File: src/hdl/assert_macros.svh
// Assertion macros shared by the date adder RTL.
`ifndef ASSERT_MACROS_SVH
`define ASSERT_MACROS_SVH
`ifndef SYNTHESIS
`define GDAD_ASSERT(label, clk, rst, expr) \
   label: assert property (@(posedge clk) disable iff (rst) (expr)) \
      else $error("assertion failed");
`define GDAD_ASSERT_IMPL(label, clk, rst, ante, cons) \
   label: assert property (@(posedge clk) disable iff (rst) (ante) |-> (cons)) \
      else $error("assertion failed");
`define GDAD_ASSERT_NEXT(label, clk, rst, ante, cons) \
   label: assert property (@(posedge clk) disable iff (rst) (ante) |=> (cons)) \
      else $error("assertion failed");
`else
`define GDAD_ASSERT(label, clk, rst, expr)
`define GDAD_ASSERT_IMPL(label, clk, rst, ante, cons)
`define GDAD_ASSERT_NEXT(label, clk, rst, ante, cons)
`endif
`endif

File: src/hdl/gdad_pkg.sv
// Shared types, constants and calendar functions of the date adder.
`default_nettype none
package gdad_pkg;

   localparam int YEAR_BITS_DEF   = 16;
   localparam int OFFSET_BITS_DEF = 17;
   localparam int MONTH_W         = 4;
   localparam int DAY_W           = 5;
   localparam int MOD25_W         = 5;

   localparam logic [MONTH_W-1:0] MONTH_JAN = 4'd1;
   localparam logic [MONTH_W-1:0] MONTH_FEB = 4'd2;
   localparam logic [MONTH_W-1:0] MONTH_DEC = 4'd12;

   localparam logic [MOD25_W-1:0] MOD25_TOP = 5'd24;

   // result of the year modulo 25 residue unit
   typedef struct packed {
      logic                 done;
      logic [MOD25_W-1:0]   rem;
   } mod_result_type;

   // leap test from the low four year bits and whether the year is a multiple of 25
   function automatic logic is_leap(input logic [3:0] low4, input logic mult25);
      logic res;
      res = (low4[1:0] == 2'd0) && (!mult25 || (low4 == 4'd0));
      return res;
   endfunction

   function automatic logic [DAY_W-1:0] month_len(input logic [MONTH_W-1:0] m,
                                                  input logic leap);
      logic [DAY_W-1:0] len;
      case (m)
         4'd2: begin
            len = leap ? 5'd29 : 5'd28;
         end
         4'd4, 4'd6, 4'd9, 4'd11: begin
            len = 5'd30;
         end
         default: begin
            len = 5'd31;
         end
      endcase
      return len;
   endfunction

endpackage
`default_nettype wire

File: src/hdl/gdad_mod25.sv
// Residue of a signed year modulo 25 by reciprocal multiplication, with registered steps.
`default_nettype none
module gdad_mod25 import gdad_pkg::*; #(
   parameter int YEAR_BITS = YEAR_BITS_DEF
) (
   input  wire logic                 clock,
   input  wire logic                 reset,
   input  wire logic                 start,
   input  wire logic [YEAR_BITS-1:0] year,
   output mod_result_type            result
);

   localparam int PROD_W = 2 * YEAR_BITS + 1;
   localparam int SHIFT  = YEAR_BITS + 5;
   // floor(2^SHIFT / 25): the quotient estimate is at most one low
   localparam logic [PROD_W-1:0]  RECIP    = PROD_W'((64'd1 << SHIFT) / 64'd25);
   localparam logic [MOD25_W-1:0] SIGN_MOD = MOD25_W'((64'd1 << YEAR_BITS) % 64'd25);
   localparam logic [MOD25_W:0]   MODULUS  = 6'd25;

   logic                 load_ff, load_in;
   logic                 quot_ff, quot_in;
   logic                 done_ff, done_in;
   logic                 neg_ff, neg_in;
   logic [YEAR_BITS-1:0] year_ff, year_in;
   logic [MOD25_W:0]     qlow_ff, qlow_in;
   logic [MOD25_W-1:0]   rem_ff, rem_in;
   logic [PROD_W-1:0]    prod;
   logic [MOD25_W:0]     diff;
   logic [MOD25_W-1:0]   fixed;

   assign prod = PROD_W'(year_ff) * RECIP;

   // the difference is below 50, so six low bits of year - 25 * quotient suffice
   assign diff = year_ff[MOD25_W:0] - qlow_ff * MODULUS;

   // a negative year reads 2^YEAR_BITS too high as unsigned; take that off the unsigned residue
   always_comb begin
      if (rem_ff >= SIGN_MOD) begin
         fixed = rem_ff - SIGN_MOD;
      end else begin
         fixed = MOD25_W'(MODULUS - 6'(SIGN_MOD) + 6'(rem_ff));
      end
   end

   always_comb begin
      load_in = start;
      quot_in = load_ff;
      done_in = quot_ff;
      neg_in  = neg_ff;
      year_in = year_ff;
      qlow_in = qlow_ff;
      rem_in  = rem_ff;
      if (start) begin
         neg_in  = year[YEAR_BITS-1];
         year_in = year;
      end
      if (load_ff) begin
         qlow_in = prod[SHIFT +: MOD25_W + 1];
      end
      if (quot_ff) begin
         rem_in = (diff >= MODULUS) ? MOD25_W'(diff - MODULUS) : diff[MOD25_W-1:0];
      end
   end

   always_ff @(posedge clock) begin
      if (reset) begin
         load_ff <= 1'b0;
         quot_ff <= 1'b0;
         done_ff <= 1'b0;
      end else begin
         load_ff <= load_in;
         quot_ff <= quot_in;
         done_ff <= done_in;
      end
      neg_ff  <= neg_in;
      year_ff <= year_in;
      qlow_ff <= qlow_in;
      rem_ff  <= rem_in;
   end

   assign result.done = done_ff;
   assign result.rem  = neg_ff ? fixed : rem_ff;

endmodule
`default_nettype wire

File: src/hdl/gregorian_date_add_days.sv
// Top level: adds a signed day count to a proleptic Gregorian date.
// From accept to result: the year is first reduced modulo 25, then the walk takes
// one step per whole year skipped and one per month, and the result is loaded once
// the result slot is free. No new word is taken while one is in flight.
// Reset: synchronous, active high; clears the sequencer and the result valid flag.
`default_nettype none
`include "assert_macros.svh"
module gregorian_date_add_days import gdad_pkg::*; #(
   parameter int YEAR_BITS   = YEAR_BITS_DEF,
   parameter int OFFSET_BITS = OFFSET_BITS_DEF
) (
   input  wire logic clock,
   input  wire logic reset,
   // fields from bit 0: start_year, start_month, start_day, day_offset, zero pad
   input  wire logic [((YEAR_BITS + OFFSET_BITS + MONTH_W + DAY_W + 7) / 8) * 8 - 1:0]
                     req_tdata,
   input  wire logic req_tvalid,
   output logic      req_tready,
   // fields from bit 0: result_year, result_month, result_day, year_overflow, zero pad
   output logic [((YEAR_BITS + MONTH_W + DAY_W + 1 + 7) / 8) * 8 - 1:0] rsp_tdata,
   output logic      rsp_tvalid,
   input  wire logic rsp_tready
);

   localparam int RSP_W = ((YEAR_BITS + MONTH_W + DAY_W + 1 + 7) / 8) * 8;
   localparam int YW    = YEAR_BITS + 1;     // one guard bit catches overflow
   localparam int RW    = OFFSET_BITS + 2;   // remaining days, signed
   localparam int DW    = 10;                // step size, signed
   localparam int M_LO  = YEAR_BITS;
   localparam int D_LO  = YEAR_BITS + MONTH_W;
   localparam int O_LO  = YEAR_BITS + MONTH_W + DAY_W;

   localparam logic signed [RW-1:0] YEAR_SPAN = RW'(366);
   localparam logic        [DW-1:0] BASE_YEAR = DW'(365);

   typedef enum logic [1:0] {ST_IDLE, ST_MOD, ST_RUN} state_type;

   state_type              state_ff, state_in;
   logic signed [YW-1:0]   year_ff, year_in;
   logic [MONTH_W-1:0]     mon_ff, mon_in;
   logic signed [RW-1:0]   rem_ff, rem_in;
   logic [MOD25_W-1:0]     c25_ff, c25_in;
   logic                   rsp_valid_ff, rsp_valid_in;
   logic [RSP_W-1:0]       rsp_data_ff, rsp_data_in;

   logic                   req_fire;
   logic                   out_free;
   mod_result_type         mod_res;

   logic [YEAR_BITS-1:0]   in_year;
   logic [MONTH_W-1:0]     in_month, in_month_sat;
   logic [DAY_W-1:0]       in_day;
   logic [OFFSET_BITS-1:0] in_offset;

   logic                   leap_y, leap_yp, leap_yn;
   logic [DAY_W-1:0]       len_cur;
   logic [MONTH_W-1:0]     mon_prev, mon_next;
   logic signed [DW-1:0]   delta;
   logic [MONTH_W-1:0]     step_mon;
   logic                   year_up, year_dn;
   logic                   walk_done;
   logic signed [RW-1:0]   rem_sum;
   logic                   ovf;

   assign in_year   = req_tdata[YEAR_BITS-1:0];
   assign in_month  = req_tdata[M_LO +: MONTH_W];
   assign in_day    = req_tdata[D_LO +: DAY_W];
   assign in_offset = req_tdata[O_LO +: OFFSET_BITS];

   assign req_tready = (state_ff == ST_IDLE);
   assign req_fire   = req_tvalid && req_tready;
   assign out_free   = !rsp_valid_ff || rsp_tready;

   // clamp month codes that name no month
   always_comb begin
      in_month_sat = in_month;
      if (in_month == '0) begin
         in_month_sat = MONTH_JAN;
      end else if (in_month > MONTH_DEC) begin
         in_month_sat = MONTH_DEC;
      end
   end

   gdad_mod25 #(
      .YEAR_BITS (YEAR_BITS)
   ) u_mod25 (
      .clock  (clock),
      .reset  (reset),
      .start  (req_fire),
      .year   (in_year),
      .result (mod_res)
   );

   // leap flags for this year and its neighbors, from the low bits and the mod-25 counter
   assign leap_y  = is_leap(year_ff[3:0], c25_ff == '0);
   assign leap_yp = is_leap(year_ff[3:0] + 4'd1, c25_ff == MOD25_TOP);
   assign leap_yn = is_leap(year_ff[3:0] - 4'd1, c25_ff == MOD25_W'(1));

   assign len_cur  = month_len(mon_ff, leap_y);
   assign mon_prev = (mon_ff == MONTH_JAN) ? MONTH_DEC : mon_ff - MONTH_W'(1);
   assign mon_next = (mon_ff == MONTH_DEC) ? MONTH_JAN : mon_ff + MONTH_W'(1);

   // pick one step of the walk: a whole year when far off, else one month, or flag the walk done
   always_comb begin
      delta     = '0;
      step_mon  = mon_ff;
      year_up   = 1'b0;
      year_dn   = 1'b0;
      walk_done = 1'b0;
      if (rem_ff <= -YEAR_SPAN) begin
         // back one year to the same month
         delta   = $signed(BASE_YEAR + DW'((mon_ff > MONTH_FEB) ? leap_y : leap_yn));
         year_dn = 1'b1;
      end else if (rem_ff < 0) begin
         // borrow the previous month
         delta    = $signed(DW'(month_len(mon_prev, leap_y)));
         step_mon = mon_prev;
         year_dn  = (mon_ff == MONTH_JAN);
      end else if (rem_ff >= YEAR_SPAN) begin
         // forward one year to the same month
         delta   = -$signed(BASE_YEAR + DW'((mon_ff > MONTH_FEB) ? leap_yp : leap_y));
         year_up = 1'b1;
      end else if (rem_ff >= $signed(RW'(len_cur))) begin
         // carry out of this month
         delta    = -$signed(DW'(len_cur));
         step_mon = mon_next;
         year_up  = (mon_ff == MONTH_DEC);
      end else begin
         walk_done = 1'b1;
      end
   end

   // the one adder on the remaining days, shared by every kind of step
   assign rem_sum = rem_ff + RW'(delta);

   assign ovf = year_ff[YW-1] != year_ff[YW-2];

   always_comb begin
      state_in     = state_ff;
      year_in      = year_ff;
      mon_in       = mon_ff;
      rem_in       = rem_ff;
      c25_in       = c25_ff;
      rsp_valid_in = rsp_valid_ff && !rsp_tready;
      rsp_data_in  = rsp_data_ff;
      case (state_ff)
         ST_IDLE: begin
            if (req_fire) begin
               // day counts from the first of the month
               year_in  = YW'($signed(in_year));
               mon_in   = in_month_sat;
               rem_in   = RW'($signed(in_offset)) + RW'(in_day) - RW'(1);
               state_in = ST_MOD;
            end
         end
         ST_MOD: begin
            if (mod_res.done) begin
               c25_in   = mod_res.rem;
               state_in = ST_RUN;
            end
         end
         ST_RUN: begin
            if (walk_done) begin
               // hold until the result slot is free
               if (out_free) begin
                  rsp_valid_in = 1'b1;
                  rsp_data_in  = RSP_W'({ovf, DAY_W'(rem_ff) + DAY_W'(1), mon_ff,
                                         year_ff[YEAR_BITS-1:0]});
                  state_in     = ST_IDLE;
               end
            end else begin
               rem_in = rem_sum;
               mon_in = step_mon;
               if (year_up) begin
                  year_in = year_ff + YW'(1);
                  c25_in  = (c25_ff == MOD25_TOP) ? '0 : c25_ff + MOD25_W'(1);
               end else if (year_dn) begin
                  year_in = year_ff - YW'(1);
                  c25_in  = (c25_ff == '0) ? MOD25_TOP : c25_ff - MOD25_W'(1);
               end
            end
         end
         default: begin
            state_in = ST_IDLE;
         end
      endcase
   end

   always_ff @(posedge clock) begin
      if (reset) begin
         state_ff     <= ST_IDLE;
         rsp_valid_ff <= 1'b0;
      end else begin
         state_ff     <= state_in;
         rsp_valid_ff <= rsp_valid_in;
      end
      year_ff     <= year_in;
      mon_ff      <= mon_in;
      rem_ff      <= rem_in;
      c25_ff      <= c25_in;
      rsp_data_ff <= rsp_data_in;
   end

   assign rsp_tvalid = rsp_valid_ff;
   assign rsp_tdata  = rsp_data_ff;

   `GDAD_ASSERT_IMPL(a_month_range, clock, reset, state_ff == ST_RUN, mon_ff >= MONTH_JAN && mon_ff <= MONTH_DEC)
   `GDAD_ASSERT_IMPL(a_c25_range, clock, reset, state_ff == ST_RUN, c25_ff <= MOD25_TOP)
   `GDAD_ASSERT_IMPL(a_day_nonzero, clock, reset, rsp_valid_ff, rsp_data_ff[D_LO +: DAY_W] != '0)
   `GDAD_ASSERT_NEXT(a_busy_after_accept, clock, reset, req_fire, !req_tready)
   `GDAD_ASSERT_IMPL(a_done_in_range, clock, reset, state_ff == ST_RUN && walk_done, rem_ff < $signed(RW'(len_cur)))

endmodule
`default_nettype wire
File: config.mk
export PLATFORM = sky130hd
export DESIGN_NAME = gregorian_date_add_days
export DESIGN_NICKNAME = d
export VERILOG_FILES = /design/src/hdl/gdad_pkg.sv /design/src/hdl/gdad_mod25.sv /design/src/hdl/gregorian_date_add_days.sv
export VERILOG_INCLUDE_DIRS = /design/src /design/src/hdl
export SDC_FILE = /design/constraint.sdc
export NUM_CORES = 1
export LEC_CHECK = 0
export BUFFER_PORTS_ARGS = -buffer_cell sky130_fd_sc_hd__buf_4
export CAP_MARGIN = 15
export CORE_MARGIN = 2
export CORE_UTILIZATION = 35
export CTS_CLUSTER_SIZE = 12
export DETAILED_ROUTE_END_ITERATION = 12
export PLACE_DENSITY = 0.54
export SYNTH_ARGS = -nofsm -noshare
export SYNTH_HDL_FRONTEND = slang
export SYNTH_HIERARCHICAL = 1
export SYNTH_SLANG_ARGS = --single-unit
File: constraint.sdc
create_clock -name clock -period 5.1 [get_ports clock]
set_input_delay 0 -clock clock [delete_from_list [all_inputs] [get_ports clock]]
set_output_delay 0 -clock clock [all_outputs]
set_load 0.005 [all_outputs]
==> reports/qor.yml <==
global_route:
  grt_pass1_wl_um: 52100
  grt_max_degree: 46
  grt_pass1_vias: 10300
  grt_usage_pct: 17.3
  antenna_found_initial: 0
  overflow: 0
setup_path:
  critPathMaxFanout: 5
  worstSetupEndpointType: "flip-flop"
  crit_required_ns: 5.22
  path_class: "flip-flop to flip-flop"
  startpoint_type: "flip-flop"
  arrival_ns: 5.23
timing:
  hold_ws_ns: 0.0797
  fin_worst_skew_ns: 0.0106
  setup_tns_ns: -0.00979
  finalSetupViolCount: 1
  slew-limit-headroom_pct: 26.6
  drv_slew: 0
  post-route-min-period_ns: 5.11
  fmaxAchievable_mhz: 196
  rsz0062_at_grt: "yes"
  post-route-period-util_pct: 100
  hold_viol_final: 0
  tightestPinTransition_ns: 1.10
  fin_ws_ns: -0.00979
floorplanning:
  die_h_um: 194
  die_w_um: 194
  rows: 69
  start_util_pct: 35.5
  core-area_um2: 35600
  die_area_um2: 37600
  io_pins: 86
power_and_ir_drop:
  power_frac_comb_pct: 81.3
  power_density_nw_per_um2: 678
  vdd_ir_drop_max_v: 0.000693
  seqPwrFrac_pct: 12.1
  power.total_w: 0.0107
  internal_power_w: 0.00562
  swShare_pct: 47.4
  leakagePower_nw: 7.21
  p_sw_w: 0.00505
  p_clk_share_pct: 6.5
cells_and_area:
  syn_to_final_growth_pct: 24.6
  multiInputGateArea_um2: 9010
  drive_above_1_share_pct: 22.0
  seq_area_um2: 3060
  final_nets: 1897
  fillers: 3453
  diodes: 0
drt:
  drtPass1Iterations: 5
  vias: 9860
  ant_nets: 0
  via_per_inst: 4.91
  wirelength_um: 31900
  wire_per_inst_um: 15.9
  drt_iter0_markers: 527
  drc_errors: 0
yosys:
  ys.flop_type: "edfxtp_1"
  netlist_area_um2: 12600
  async_reset_ff_share_pct: 0
  syn-instance-count: 1331
  ys_ff_latch: 104
  yosysUniqueCellTypes: 80
  synth-seq-area-share_pct: 24.3
  synth_edf_count: 98
  synth_warnings: 6
  syn_area_per_cell_um2: 9.48
clocking:
  clock_path_buffers: 2
  clkLatencyLatePin_ns: 0.37
  cts_tree: "done"
  cts_root_buf: "clkbuf_16"
  clkSinkCount: 104
  htreeDepth: 3
  cts_buffers: 9
  clk_pin_slew_ns: 0.08
outcome:
  outcome: "complete, but fails checks"
  violations: "setup timing"
place:
  gp_congestion: 0.892
  portBuffers: 73
  hpwl_um: 25900
worst_hold_path:
  hold_path_class: "primary input to flip-flop"
flow_run:
  maxCapViolCount: 0
-- cells by family after synthesis --
group / count (synthesis) / synth area share (%)
XOR/XNOR: 69 / 4.91
multiplexers: 6 / 0.515
other: 1 / 0.0297
buffers and inverters: 293 / 9.14
AO/OA/AOI/OAI: 282 / 14.4
AND/OR/NAND/NOR: 272 / 10.5
flip-flops: 104 / 24.3
adder cells (fa/ha/maj): 304 / 36.2
-- cell usage after synthesis (4+ instances only) --
master | number | area share (%)
a211o_1 | 4 | 0.28
a211oi_1 | 4 | 0.24
a21o_1 | 10 | 0.59
a21oi_1 | 89 | 3.5
a31oi_1 | 14 | 0.69
and2_1 | 9 | 0.45
buf_4 | 7 | 0.42
clkbuf_1 | 11 | 0.33
dfxtp_1 | 6 | 0.95
edfxtp_1 | 98 | 23
fa_1 | 102 | 16
ha_1 | 201 | 20
inv_1 | 268 | 8.0
mux2i_1 | 5 | 0.40
nand2_1 | 80 | 2.4
nand2b_1 | 11 | 0.55
nand3_1 | 28 | 1.1
nand3b_1 | 4 | 0.24
nand4_1 | 8 | 0.40
nor2_1 | 66 | 2.0
nor2b_1 | 12 | 0.59
nor3_1 | 22 | 0.87
nor4_1 | 7 | 0.35
o2111ai_1 | 4 | 0.28
o211ai_1 | 11 | 0.65
o21a_1 | 11 | 0.65
o21ai_0 | 68 | 2.7
o21ai_1 | 4 | 0.16
o21bai_1 | 9 | 0.54
o22ai_1 | 5 | 0.25
o31ai_1 | 9 | 0.54
or2_2 | 6 | 0.30
or3_1 | 6 | 0.30
xnor2_1 | 41 | 2.8
xor2_1 | 26 | 1.8
-- stage by stage --
| stage | util, % | cell area (um^2) | setup slack, ns | instances |
|---|---|---|---|---|
| floorplan | - | 12700 | 0.0252 | 1336 |
| global placement | 40.6 | 14500 | -0.109 | 1952 |
| detailed placement | 40.6 | 14500 | -0.134 | 1952 |
| CTS | 42.6 | 15100 | -0.00184 | 1994 |
| global route | 44.2 | 15700 | -0.157 | 2008 |
| finish | 44.2 | 15700 | -0.00979 | 2008 |
-- power groups by stage --
stage / Sequential, W / Combinational, W / Clock (W)
6_report: 0.00129 / 0.00868 / 0.000697
5_1_grt: 0.00131 / 0.00965 / 0.000748
4_1_cts: 0.00129 / 0.00761 / 0.000724
3_5_place_dp: 0.00131 / 0.00699 / 0
3_3_place_gp: 0.00131 / 0.00693 / 0
2_1_floorplan: 0.00129 / 0.00495 / 0
-- cells in the final DEF, fill, tap and decap left out, drive strengths merged, types with 7 or more instances in the layout --
cell type / instances
nand4: 8
xnor2: 43
o31ai: 11
a21oi: 90
nor4: 7
nand2: 80
a31oi: 15
fa: 102
nand2b: 11
nor2: 66
nand3: 29
a211oi: 8
a21o: 11
nor2b: 12
and2: 9
o21bai: 9
o21a: 11
ha: 201
dlygate4sd3: 21
o21ai: 72
clkbuf: 9
edfxtp: 98
xor2: 26
inv: 271
nor3: 22
buf: 198
o211ai: 12
-- worst max-delay path: stages (launching register included) --
cell      delay, ns
edfxtp_1       0.43
buf_6          0.15
buf_4          0.13
fa_1           0.45
ha_1           0.33
fa_1           0.51
fa_1           0.43
fa_1           0.49
inv_1          0.05
fa_1           0.52
inv_1          0.06
ha_4           0.24
a21o_1         0.19
a21o_1         0.18
a21oi_2        0.13
o21ai_2        0.10
o41ai_2        0.35
xnor2_1        0.12
-- routing by layer --
| layer | share of wire (%) | vias to the layer above | track usage [%] |
|---|---|---|---|
| li1 | - | 4950 | - |
| met1 | 45 | 4731 | 22.0 |
| met2 | 49 | 134 | 30.8 |
| met3 | 2.1 | 45 | 1.60 |
| met4 | 3.1 | 0 | 5.75 |
| met5 | 0 | - | 0 |
-- final cells by class --
cell class / count / area share (%)
clock inverters: 7 / 0.406
well taps: 461 / 3.67
repair buffers: 219 / 11.3
flip-flops and latches: 104 / 19.5
clock buffers: 9 / 1.43
inverters: 269 / 6.46
multi-input cells: 939 / 57.3
-- what timing repair did --
action                                  CTS  global route
hold buffers                             21             0
gates resized for setup                  21           102
pin swaps                                10            69
buffers inserted                          5            14
endpoints found under the setup margin    7            20
hold endpoints to repair                 40             0
-- state kept, by name (all words and copies together) (netlist names) --
| register | flops |
|---|---|
| u_mod25/rem_ff | 5 |
| u_mod25/done_ff | 1 |
| rem_ff | 19 |
| rsp_tdata | 26 |
| rsp_tvalid | 1 |
| mon_ff | 4 |
| state_ff | 2 |
| u_mod25/qlow_ff | 6 |
| u_mod25/done_in | 1 |
| c25_ff | 5 |
| u_mod25/year_ff | 15 |
| u_mod25/neg_ff | 1 |
| year_ff | 17 |
| u_mod25/load_ff | 1 |
-- path summary, 6_finish.rpt --
kind,from,slack [ns],end,cells after the start
setup / recovery,u_mod25/year_ff[10],-0.01,u_mod25/qlow_ff[5],17
hold / removal,rsp_tready,0.08,state_ff[1],4
setup reg to reg,u_mod25/year_ff[10],-0.01,u_mod25/qlow_ff[5],17
hold reg to reg,year_ff[4],0.48,rsp_tdata[4],0
No activity file was read; power rests on OpenSTA's default activity.
